**src/windowed_packet_match_join_defines.svh**
```systemverilog
// ----------------------------------------------------------------------------
// windowed_packet_match_join_defines.svh
// Assertion macros shared by the packet match join RTL.
// ----------------------------------------------------------------------------
`ifndef WINDOWED_PACKET_MATCH_JOIN_DEFINES_SVH
`define WINDOWED_PACKET_MATCH_JOIN_DEFINES_SVH

// clocked check, masked while reset is held
`define WPMJ_ASSERT(label, prop, msg) \
  label: assert property (@(posedge clk) disable iff (!rst_n) (prop)) else $error(msg);

// clocked check that also holds through reset
`define WPMJ_ASSERT_ALWAYS(label, prop, msg) \
  label: assert property (@(posedge clk) (prop)) else $error(msg);

`endif

```
**src/wpmj_pkg.sv**
```systemverilog
// ----------------------------------------------------------------------------
// wpmj_pkg
// Types and constants of the windowed packet match join.
// ----------------------------------------------------------------------------
package wpmj_pkg;

  localparam int TABLE_DEPTH_DEF = 65536;
  localparam int CNT_W           = 17;
  localparam int SUM_W           = 48;

  localparam logic [63:0]    FILTER_HASH = 64'hFEED_CAFE_DEAD_BEEF;
  localparam logic [31:0]    WINDOW_RST  = 32'd1_000_000;
  localparam logic [SUM_W-1:0] SUM_MAX   = {SUM_W{1'b1}};

  // configuration register indexes
  localparam logic [2:0] CFG_REF_START   = 3'd0;
  localparam logic [2:0] CFG_REF_END     = 3'd1;
  localparam logic [2:0] CFG_PROBE_START = 3'd2;
  localparam logic [2:0] CFG_ENTRY_COUNT = 3'd3;
  localparam logic [2:0] CFG_WINDOW      = 3'd4;
  localparam logic [2:0] CFG_MATCH_TYPE  = 3'd5;

  // result codes
  localparam logic [1:0] RC_MATCHED   = 2'd0;
  localparam logic [1:0] RC_UNMATCHED = 2'd1;
  localparam logic [1:0] RC_BEFORE    = 2'd2;
  localparam logic [1:0] RC_AFTER     = 2'd3;

  // input command codes
  localparam logic CMD_LOAD  = 1'b0;
  localparam logic CMD_PROBE = 1'b1;

  typedef struct packed {
    logic [63:0] ref_time;
    logic [63:0] ref_hash;
    logic [7:0]  ref_type;
  } ref_entry_t;

  typedef struct packed {
    logic        cmd;
    logic [15:0] entry_index;
    logic [63:0] record_time;
    logic [63:0] record_hash;
    logic [7:0]  record_type;
    logic [15:0] dropped_count;
  } in_req_t;

  typedef struct packed {
    logic [1:0]         result_code;
    logic [63:0]        arrival_time;
    logic signed [63:0] latency;
    logic signed [63:0] gap;
    logic [31:0]        unmatched_run;
    logic [15:0]        back_steps;
    logic [15:0]        fwd_step_cnt;
    logic [SUM_W-1:0]   lost_total;
    logic [SUM_W-1:0]   back_total;
    logic [SUM_W-1:0]   fwd_total;
  } out_rsp_t;

endpackage

```
**src/wpmj_guess.sv**
```systemverilog
// ----------------------------------------------------------------------------
// wpmj_guess
// Initial cursor estimate floor(count * elapsed / duration), saturated to lim.
// Shift-add multiply then restoring divide.
// ----------------------------------------------------------------------------
module wpmj_guess
  import wpmj_pkg::*;
#(
  parameter int AW = $clog2(TABLE_DEPTH_DEF)
) (
  input  logic             clk,
  input  logic             rst_n,
  input  logic             start,
  input  logic [CNT_W-1:0] count,
  input  logic [63:0]      elapsed,
  input  logic [63:0]      duration,
  input  logic [AW-1:0]    lim,
  output logic             done,
  output logic [AW-1:0]    guess
);

  localparam int PW = CNT_W + 64;

  typedef enum logic [2:0] {
    G_IDLE = 3'b001,
    G_MUL  = 3'b010,
    G_DIV  = 3'b100
  } g_state_t;

  g_state_t         state_r, state_nxt;
  logic [6:0]       cnt_r, cnt_nxt;
  logic [CNT_W-1:0] cval_r, cval_nxt;
  logic [63:0]      e_r, e_nxt;
  logic [63:0]      d_r, d_nxt;
  logic [PW-1:0]    prod_r, prod_nxt;
  logic [PW-1:0]    q_r, q_nxt;
  logic [63:0]      rem_r, rem_nxt;
  logic [AW-1:0]    lim_r, lim_nxt;
  logic [AW-1:0]    guess_r, guess_nxt;
  logic             done_r, done_nxt;
  logic [64:0]      rem_sh;

  always_comb begin
    state_nxt = state_r;
    cnt_nxt   = cnt_r;
    cval_nxt  = cval_r;
    e_nxt     = e_r;
    d_nxt     = d_r;
    prod_nxt  = prod_r;
    q_nxt     = q_r;
    rem_nxt   = rem_r;
    lim_nxt   = lim_r;
    guess_nxt = guess_r;
    done_nxt  = 1'b0;
    rem_sh    = {rem_r, prod_r[PW-1]};
    unique case (state_r)
      G_IDLE: begin
        if (start) begin
          cval_nxt  = count;
          e_nxt     = elapsed;
          d_nxt     = duration;
          lim_nxt   = lim;
          prod_nxt  = '0;
          cnt_nxt   = 7'(CNT_W - 1);
          state_nxt = G_MUL;
        end
      end
      // one multiplier bit per cycle, MSB first
      G_MUL: begin
        prod_nxt = {prod_r[PW-2:0], 1'b0} + (cval_r[CNT_W-1] ? PW'(e_r) : '0);
        cval_nxt = {cval_r[CNT_W-2:0], 1'b0};
        cnt_nxt  = cnt_r - 7'd1;
        if (cnt_r == '0) begin
          cnt_nxt   = 7'(PW - 1);
          rem_nxt   = '0;
          q_nxt     = '0;
          state_nxt = G_DIV;
        end
      end
      // one quotient bit per cycle
      G_DIV: begin
        prod_nxt = {prod_r[PW-2:0], 1'b0};
        if (rem_sh >= {1'b0, d_r}) begin
          rem_nxt = 64'(rem_sh - {1'b0, d_r});
          q_nxt   = {q_r[PW-2:0], 1'b1};
        end else begin
          rem_nxt = rem_sh[63:0];
          q_nxt   = {q_r[PW-2:0], 1'b0};
        end
        cnt_nxt = cnt_r - 7'd1;
        if (cnt_r == '0) begin
          guess_nxt = (q_nxt > PW'(lim_r)) ? lim_r : AW'(q_nxt);
          done_nxt  = 1'b1;
          state_nxt = G_IDLE;
        end
      end
      default: state_nxt = G_IDLE;
    endcase
  end

  always_ff @(posedge clk) begin
    if (!rst_n) begin
      state_r <= G_IDLE;
      done_r  <= 1'b0;
      cnt_r   <= '0;
    end else begin
      state_r <= state_nxt;
      done_r  <= done_nxt;
      cnt_r   <= cnt_nxt;
    end
  end

  always_ff @(posedge clk) begin
    cval_r  <= cval_nxt;
    e_r     <= e_nxt;
    d_r     <= d_nxt;
    prod_r  <= prod_nxt;
    q_r     <= q_nxt;
    rem_r   <= rem_nxt;
    lim_r   <= lim_nxt;
    guess_r <= guess_nxt;
  end

  assign done  = done_r;
  assign guess = guess_r;

endmodule

```
**config.mk**
```make
export PLATFORM = sky130hd
export DESIGN_NAME = wpmj_guess
export DESIGN_NICKNAME = d
export VERILOG_FILES = /design/src/windowed_packet_match_join_defines.svh /design/src/wpmj_pkg.sv /design/src/wpmj_guess.sv
export SDC_FILE = /design/constraint.sdc
export NUM_CORES = 1
export LEC_CHECK = 0
export ABC_AREA = 1
export BUFFER_PORTS_ARGS = -buffer_cell sky130_fd_sc_hd__buf_2
export CAP_MARGIN = 20
export CORE_MARGIN = 4
export CORE_UTILIZATION = 30
export DETAILED_ROUTE_END_ITERATION = 8
export GPL_ROUTABILITY_DRIVEN = 0
export PLACE_DENSITY = 0.52
export SLEW_MARGIN = 20
export SYNTH_ARGS = -nofsm -noshare
export SYNTH_HDL_FRONTEND = slang
export SYNTH_SLANG_ARGS = --single-unit
```
**constraint.sdc**
```tcl
create_clock -name clk -period 11.9 [get_ports clk]
set_input_delay 2.38 -clock clk [delete_from_list [all_inputs] [get_ports clk]]
set_output_delay 2.38 -clock clk [all_outputs]
set_load 0.01 [all_outputs]
```
==> results.yml, run 1 <==
placed_design:
  dp_hpwl_um: 74300
  dp_cells: 5786
  port_buffers: 180
setup_path:
  cp_common_cell: "nand2_1"
  rr_worst_depth: 18
  path_cells: "ha_1 > nand2_1 > nor2_1 > nand3_1 > nand3_2 > nand2_1 > nand2_2 > nand2_1 > nand3_2 > nand2_2 > nand2_4 > inv_2 > ha_1 > nand4_1 > nor4_1 > nand4_1 > nand2_1 > o21ai_0"
  cp_slowest_cell: "nand2_1"
  worstSetupPathType: "flip-flop to flip-flop"
  slowest_delay_ns: 0.66
  end_kind: "flip-flop"
  cp-start-kind: "flip-flop"
  arrival_ns: 5.33
  worstPathMaxFanout: 54
  worst-endpoint-required_ns: 12.23
routing:
  drc: 0
  wl_met1_um: 42100
  wirelength_um: 94900
  dr.pass1.iters: 5
  wl_met2_um: 43500
  detail-route-antenna-nets: 0
  wl_met3_um: 5840
  vias_per_cell: 4.60
  wl_per_cell_um: 16.1
  vias: 27068
  drt_iter0_drc: 1906
  maxUsedRoutingLayer: "met5"
pwr:
  power.density_nw_per_um2: 130
  max-vdd-ir-drop_mv: 0.0994
  p_leak_nw: 17.4
  combPwrFrac_pct: 23.8
  swShare_pct: 32.9
  pwr-share-seq_pct: 40.2
  clock_power_share_pct: 35.9
  power_mw: 4.43
  p_sw_mw: 1.46
  intPower_mw: 2.97
layout:
  nets: 4862
  fillers: 10905
  area_growth_pct: 13.6
  final_util_pct: 34.4
  drive_gt1_share_pct: 7.10
  layout.cells.non_filler: 5884
global_route:
  grt_max_degree: 95
  antenna_found_initial: 11
  grt_first_pass_wirelength_um: 146000
  grtUsageTotal_pct: 17.9
  grt-ovfl-total: 0
  first_global_vias: 26312
timing:
  setup-violations-final: 0
  period_minus_slack_ns: 5.00
  fin_skew_ns: 0.0267
  fin_crit_sh_pct: 42.0
  holdWs_ns: 0.504
  tightest_slew_ns: 0.957
  hold_viol_final: 0
  rsz0062_at_grt: "no"
  tns_ns: 0
  relSlewSlack_pct: 36.2
  max_freq_mhz: 200
  drv_slew: 0
synthesis:
  ys_warn_count: 0
  synth-async-reset-ratio_pct: 0
  ys_types: 40
  ys.flop_type: "edfxtp_1"
  synth_area_per_cell_um2: 6.85
  ys_seq_area_share_pct: 41.1
  synth_edf_count: 402
  synthCells: 4368
  syn_area_um2: 29900
  syn_nets: 4678
  synth-seq-cells: 413
job:
  max_cap_violations: 0
floorplan:
  die-height_um: 324
  die-area_um2: 105000
  std_cell_rows: 115
  start_util_pct: 30.3
  die_w_um: 324
  pin_count: 181
  placeableCoreArea_um2: 98700
cts:
  clock_sinks: 413
  cts_resized: 0
  path_clk_slew_ns: 0.06
  cts_tree: "yes"
  cts_max_path_buffers: 3
  h-tree-depth: 2
  clock_latency_ns: 0.63
  cts-buffers-inserted: 51
  postCtsHoldBufs: 0
  cts-root-buf: "clkbuf_16"
  postCtsSetupRepairBufs: 0
worst_hold_path:
  min_path_type: "flip-flop to flip-flop"
  whs_path_depth: 2
run_status:
  outcome: "finished, final reports clean"
-- Yosys cell counts, types with 16 or more instances --
library cell  count  area (um2)
nor3_1           40         200
nor2_1          490        1840
inv_1           876        3290
nand3b_1         50         375
ha_1            144        1800
nand4_1          61         382
nor4_1           34         213
buf_2            16        80.1
nand2_1        1674        6280
o21ai_0          89         445
edfxtp_1        402       12100
xor2_1           34         298
inv_2            16        60.1
nand3_1         149         746
clkbuf_1         34         128
a21oi_1         152         761
-- per-stage QoR --
stage	setup WS (ns)	area, um2
5_1_grt	6.35	34000
2_1_floorplan	0.922	29900
4_1_cts	6.77	34000
6_report	6.90	34000
3_3_place_gp	6.90	32300
3_5_place_dp	6.83	32300
-- placed cells by master (no fill, tap or decap), types with 38 or more instances in the layout --
master | synthesis | routed
nor3_1 | 40 | 38
edfxtp_1 | 402 | 402
nand3b_1 | 50 | 50
nand4_1 | 61 | 61
clkbuf_16 | 0 | 51
nand2_1 | 1674 | 1673
nand3_1 | 149 | 149
ha_1 | 144 | 144
buf_2 | 16 | 180
inv_1 | 876 | 875
nor2_1 | 490 | 489
o21ai_0 | 89 | 89
a21oi_1 | 152 | 152
-- registers in the layout (all words and copies together) (netlist names) --
| name | cells |
|---|---|
| prod_r | 81 |
| q_r | 80 |
| d_r | 64 |
| e_r | 64 |
| rem_r | 64 |
| cval_r | 17 |
| guess | 16 |
| lim_r | 16 |
| cnt_r | 7 |
| state_r | 3 |
| done | 1 |
-- metal layers --
metal | global-route usage [%] | up-vias
met5 | 0 | -
met4 | 6.16 | 10
met3 | 3.14 | 177
met2 | 30.0 | 718
met1 | 23.3 | 12257
li1 | - | 13906
-- critical path, delay by kind of cell (launching register included) --
kind / cells / cell delay (ns)
flip-flops: 1 / 0.40
adder cells (fa/ha/maj): 2 / 0.87
buffers and inverters: 1 / 0.53
AND/OR/NAND/NOR: 14 / 2.66
AO/OA/AOI/OAI: 1 / 0.20
-- path summary, 6_finish.rpt --
kind | slack [ns] | end | startpoint
max | 6.90 | guess[9]$_DFFE_PP_ | rem_r[2]$_SDFFCE_PN0P_
min reg2reg | 0.50 | cnt_r[4]$_SDFFE_PN0P_ | cnt_r[4]$_SDFFE_PN0P_
max reg2reg | 6.90 | guess[9]$_DFFE_PP_ | rem_r[2]$_SDFFCE_PN0P_
min | 0.50 | cnt_r[4]$_SDFFE_PN0P_ | cnt_r[4]$_SDFFE_PN0P_
-- power groups by stage --
stage                     clock network, mW  logic (mW)  registers [mW]
after detailed placement                  0        1.05            1.81
after floorplan                           0       0.725            1.81
after CTS                              1.65        1.06            1.78
after global routing                   1.71        1.20            1.79
after global placement                    0        1.05            1.81
final                                  1.59        1.06            1.78
-- cell families (layout without fill, tap and decap cells) --
kind of cell / Yosys count / count (layout) / synth area share (%)
other: 0 / 4 / 0
adder cells (fa/ha/maj): 146 / 146 / 6.16
AND/OR/NAND/NOR: 2541 / 2541 / 34.6
AO/OA/AOI/OAI: 270 / 270 / 4.78
XOR/XNOR: 41 / 41 / 1.20
flip-flops: 413 / 413 / 41.1
buffers and inverters: 957 / 1182 / 12.2
-- area by class of cell --
class	instances	area, um2	area share [%]
Inverter	893	3350	9.87
Tap cell	1287	1610	4.74
Sequential cell	413	12300	36.2
Clock inverter	33	368	1.08
Timing Repair Buffer	195	1020	2.99
Multi-Input combinational cell	2998	14000	41.2
Clock buffer	61	1320	3.90
Antenna cell	4	10.0	0.0295
Note: power is estimated with default switching activity, not from simulation.
==> run 2, diff against run 1 <==
--- a/config.mk
+++ b/config.mk
@@ -5,7 +5,7 @@
 export SDC_FILE = /design/constraint.sdc
 export NUM_CORES = 1
 export LEC_CHECK = 0
-export ABC_AREA = 1
+export ABC_AREA = 0
 export BUFFER_PORTS_ARGS = -buffer_cell sky130_fd_sc_hd__buf_2
 export CAP_MARGIN = 20
 export CORE_MARGIN = 4
==> constraint.sdc (replaced) <==
create_clock -name clk -period 4.8 [get_ports clk]
set_input_delay 0.96 -clock clk [delete_from_list [all_inputs] [get_ports clk]]
set_output_delay 0.96 -clock clk [all_outputs]
set_load 0.01 [all_outputs]
==> run 2 against run 1 <==
  * Final cell count is 38% lower
  * Sequential share of layout area up 6.7 points
  * Utilization grew 0.98 points
  * Synthesized cell count fell by 46%
  * Final area decreased by 16%
  * Combinational power grew 57%
  * Worst setup slack lost 6.8 ns
  * Die area shrank 17%
  * Area after synthesis down 18%
  * Critical endpoint is now guess[6]$_DFFE_PP_
==> results.yml, run 2 <==
run_status:
  outcome: "finished, final reports clean"
layout:
  design_area_um2: 28700
  final_cell_mix: "edfxtp_1, nand2_1, buf_2"
  largest-register: "prod_r"
  top_regs: "prod_r (81), q_r (80)"
  nets: 2847
  drive_gt1_share_pct: 15.1
  area_growth_pct: 16.5
  largest_reg_flops: 81
  fillers: 8231
  final_common_cell: "edfxtp_1"
timing:
  tightest_slew_ns: 0.874
  hold_viol_final: 0
  max_freq_mhz: 214
  layout_setup_ws_ns: 0.123
  rsz0062_at_grt: "yes"
  fin_crit_sh_pct: 97.4
  relSlewSlack_pct: 41.8
  holdWs_ns: 0.504
  period_minus_slack_ns: 4.68
  setup-violations-final: 0
  fin_skew_ns: 0.0211
  drv_slew: 0
routing:
  wirelength_um: 63500
  drc: 0
  dr.pass1.iters: 7
  drt_iter0_drc: 1240
  wl_per_cell_um: 17.4
  detail-route-antenna-nets: 0
  vias: 18409
  vias_per_cell: 5.06
synthesis:
  synth_top_area_cell: "edfxtp_1"
  ys_types: 90
  syn_nets: 2674
  synthTopCellsByCount: "edfxtp_1, nand2_1, a21oi_1, ha_1, nor2_1"
  synth-seq-cells: 413
  synthTopCellsByArea: "edfxtp_1, ha_1, nand2_1, a21oi_1, xnor2_1"
  synth-async-reset-ratio_pct: 0
  yosysMostFrequentCell: "edfxtp_1"
  ys.flop_type: "edfxtp_1"
  synthCells: 2364
  ys_seq_area_share_pct: 50.0
  ys_warn_count: 0
  synth_area_per_cell_um2: 10.4
  syn_area_um2: 24600
  yosys.area.top_type_share_pct: 49.1
  synth_edf_count: 402
cts:
  path_clk_slew_ns: 0.06
  cts-root-buf: "clkbuf_16"
  cts-buffers-inserted: 50
  clock_sinks: 413
  cts_max_path_buffers: 3
  postCtsHoldBufs: 0
  clock_latency_ns: 0.59
  cts_tree: "yes"
  h-tree-depth: 2
worst_hold_path:
  min_from: "cval_r[1]$_DFFE_PP_"
  whs_path_depth: 2
  whs_endpoint: "cval_r[2]$_DFFE_PP_"
  min_path_type: "flip-flop to flip-flop"
setup_path:
  cp_top_family: "compound AO/OA/AOI/OAI gates"
  rr_startpoint: "d_r[1]$_DFFE_PP_"
  worstSetupPathType: "flip-flop to flip-flop"
  end_kind: "flip-flop"
  reg2reg_to: "guess[6]$_DFFE_PP_"
  path_cells: "inv_2 > ha_4 > a21o_1 > a221oi_4 > o211ai_1 > a311o_1 > a21oi_4 > o21ai_2 > a41oi_2 > o21ai_4 > inv_4 > ha_4 > nor2b_1 > o21ai_1 > nand2b_1 > a21oi_2 > o21ai_1 > a21o_1 > a21oi_2 > o211ai_1 > a41o_1 > a21oi_4 > clkbuf_16 > mux2_1"
  r2r_slack_ns: 0.12
  cp_slowest_cell: "edfxtp_1"
  cp-start-kind: "flip-flop"
  arrival_ns: 5.01
  critPathBufInv: 3
  slowest_delay_ns: 0.41
  rr_worst_depth: 24
  worst-endpoint-required_ns: 5.13
  worstPathMaxFanout: 7
floorplan:
  pin_count: 181
  die-area_um2: 86700
  die_w_um: 294
  placeableCoreArea_um2: 80900
  start_util_pct: 30.4
  die-height_um: 294
  std_cell_rows: 104
global_route:
  grt_max_degree: 82
  grtUsageTotal_pct: 14.3
  antenna_found_initial: 2
  grt-ovfl-total: 0
  grt_first_pass_wirelength_um: 101000
  first_global_vias: 18760
placed_design:
  port_buffers: 180
  dp_hpwl_um: 45500
  dpl_cell_area_um2: 26900
  pre_cts_slack_ns: -0.00160
pwr:
  max-vdd-ir-drop_mv: 0.242
  p_leak_nw: 11.4
  power.density_nw_per_um2: 336
job:
  max_cap_violations: 0
==> run 2: cell count changes in the layout (fill, tap and decap cells not counted), sizes merged, moves of 66 or more <==
cell | before | now
and3 | 6 | 89
a21o | 2 | 72
nor2 | 507 | 134
nand2 | 1679 | 246
nand3 | 151 | 39
xnor2 | 7 | 73
o21ai | 89 | 163
and2 | 7 | 74
inv | 894 | 130
==> run 2: tightest hold or removal path: cells and delay by family, from the launching register on <==
| kind | cells | cell delay [ns] |
|---|---|---|
| DFF | 1 | 0.32 |
| and+or+nand+nor | 2 | 0.09 |
==> run 2: per-stage QoR <==
step                      power [mW]  TNS [ns]  utilization, %  instances
after floorplan                 5.51         0               -       2364
after global placement          5.96         0            33.2       3540
after detailed placement        5.97  -0.00194            33.2       3540
after CTS                       9.78         0            35.2       3634
after global routing            10.2     -1.14            35.4       3640
final                           9.64         0            35.4       3640
==> run 2: cell families (layout without fill, tap and decap cells) <==
group	Yosys count	in the layout	synth area share (%)
buffers and inverters	250	465	4.04
AND/OR/NAND/NOR	769	769	15.6
flip-flops	413	413	50.0
multiplexers	64	64	2.70
adder cells (fa/ha/maj)	146	146	7.49
other	0	1	0
AO/OA/AOI/OAI	600	600	15.8
XOR/XNOR	122	122	4.34
==> run 2: area by class of cell <==
class | count | area, um2 | area share (%)
inverters | 128 | 488 | 1.70
diodes | 1 | 2.50 | 0.00873
clock buffers | 67 | 1340 | 4.66
repair buffers | 243 | 1470 | 5.12
well taps | 1060 | 1330 | 4.63
flip-flops and latches | 413 | 12300 | 42.9
multi-input cells | 1701 | 11500 | 40.1
clock inverters | 27 | 259 | 0.904
==> run 2: where the power goes <==
part | leakage, nW | internal (mW) | switching (mW)
Clock | 0.768 | 2.17 | 1.54
Combinational | 6.87 | 0.654 | 1.01
Sequential | 3.79 | 4.17 | 0.0913
==> run 2: worst max path at each step <==
stage                                 startpoint             endpoint  slack [ns]  cells past startpoint
after detailed placement  rem_r[0]$_SDFFCE_PN0P_  guess[12]$_DFFE_PP_      -0.002                     23
after global routing            d_r[3]$_DFFE_PP_   guess[4]$_DFFE_PP_       -0.11                     24
final                           d_r[1]$_DFFE_PP_   guess[6]$_DFFE_PP_        0.12                     24
after global placement    rem_r[2]$_SDFFCE_PN0P_  guess[15]$_DFFE_PP_        0.08                     23
after floorplan           rem_r[2]$_SDFFCE_PN0P_  guess[10]$_DFFE_PP_      0.0007                     24
after CTS                 rem_r[0]$_SDFFCE_PN0P_   guess[6]$_DFFE_PP_        0.04                     23
==> run 2: timing repair <==
item                                   CTS  global route
gates resized for setup                  1            23
pin swaps                                0            16
endpoints found under the hold margin    0             0
setup buffers                            0             4
cloned                                   0             1
setup endpoints to repair               14            16
==> run 2: metal layers <==
metal | part of all wire [%] | vias to the layer above | wire length, um | track usage [%]
li1 | - | 9083 | - | -
met1 | 45 | 8872 | 28700 | 18.6
met2 | 49 | 363 | 31000 | 24.9
met3 | 3.7 | 91 | 2380 | 1.97
met4 | 2.2 | 0 | 1400 | 3.79
met5 | 0 | - | 0 | 0
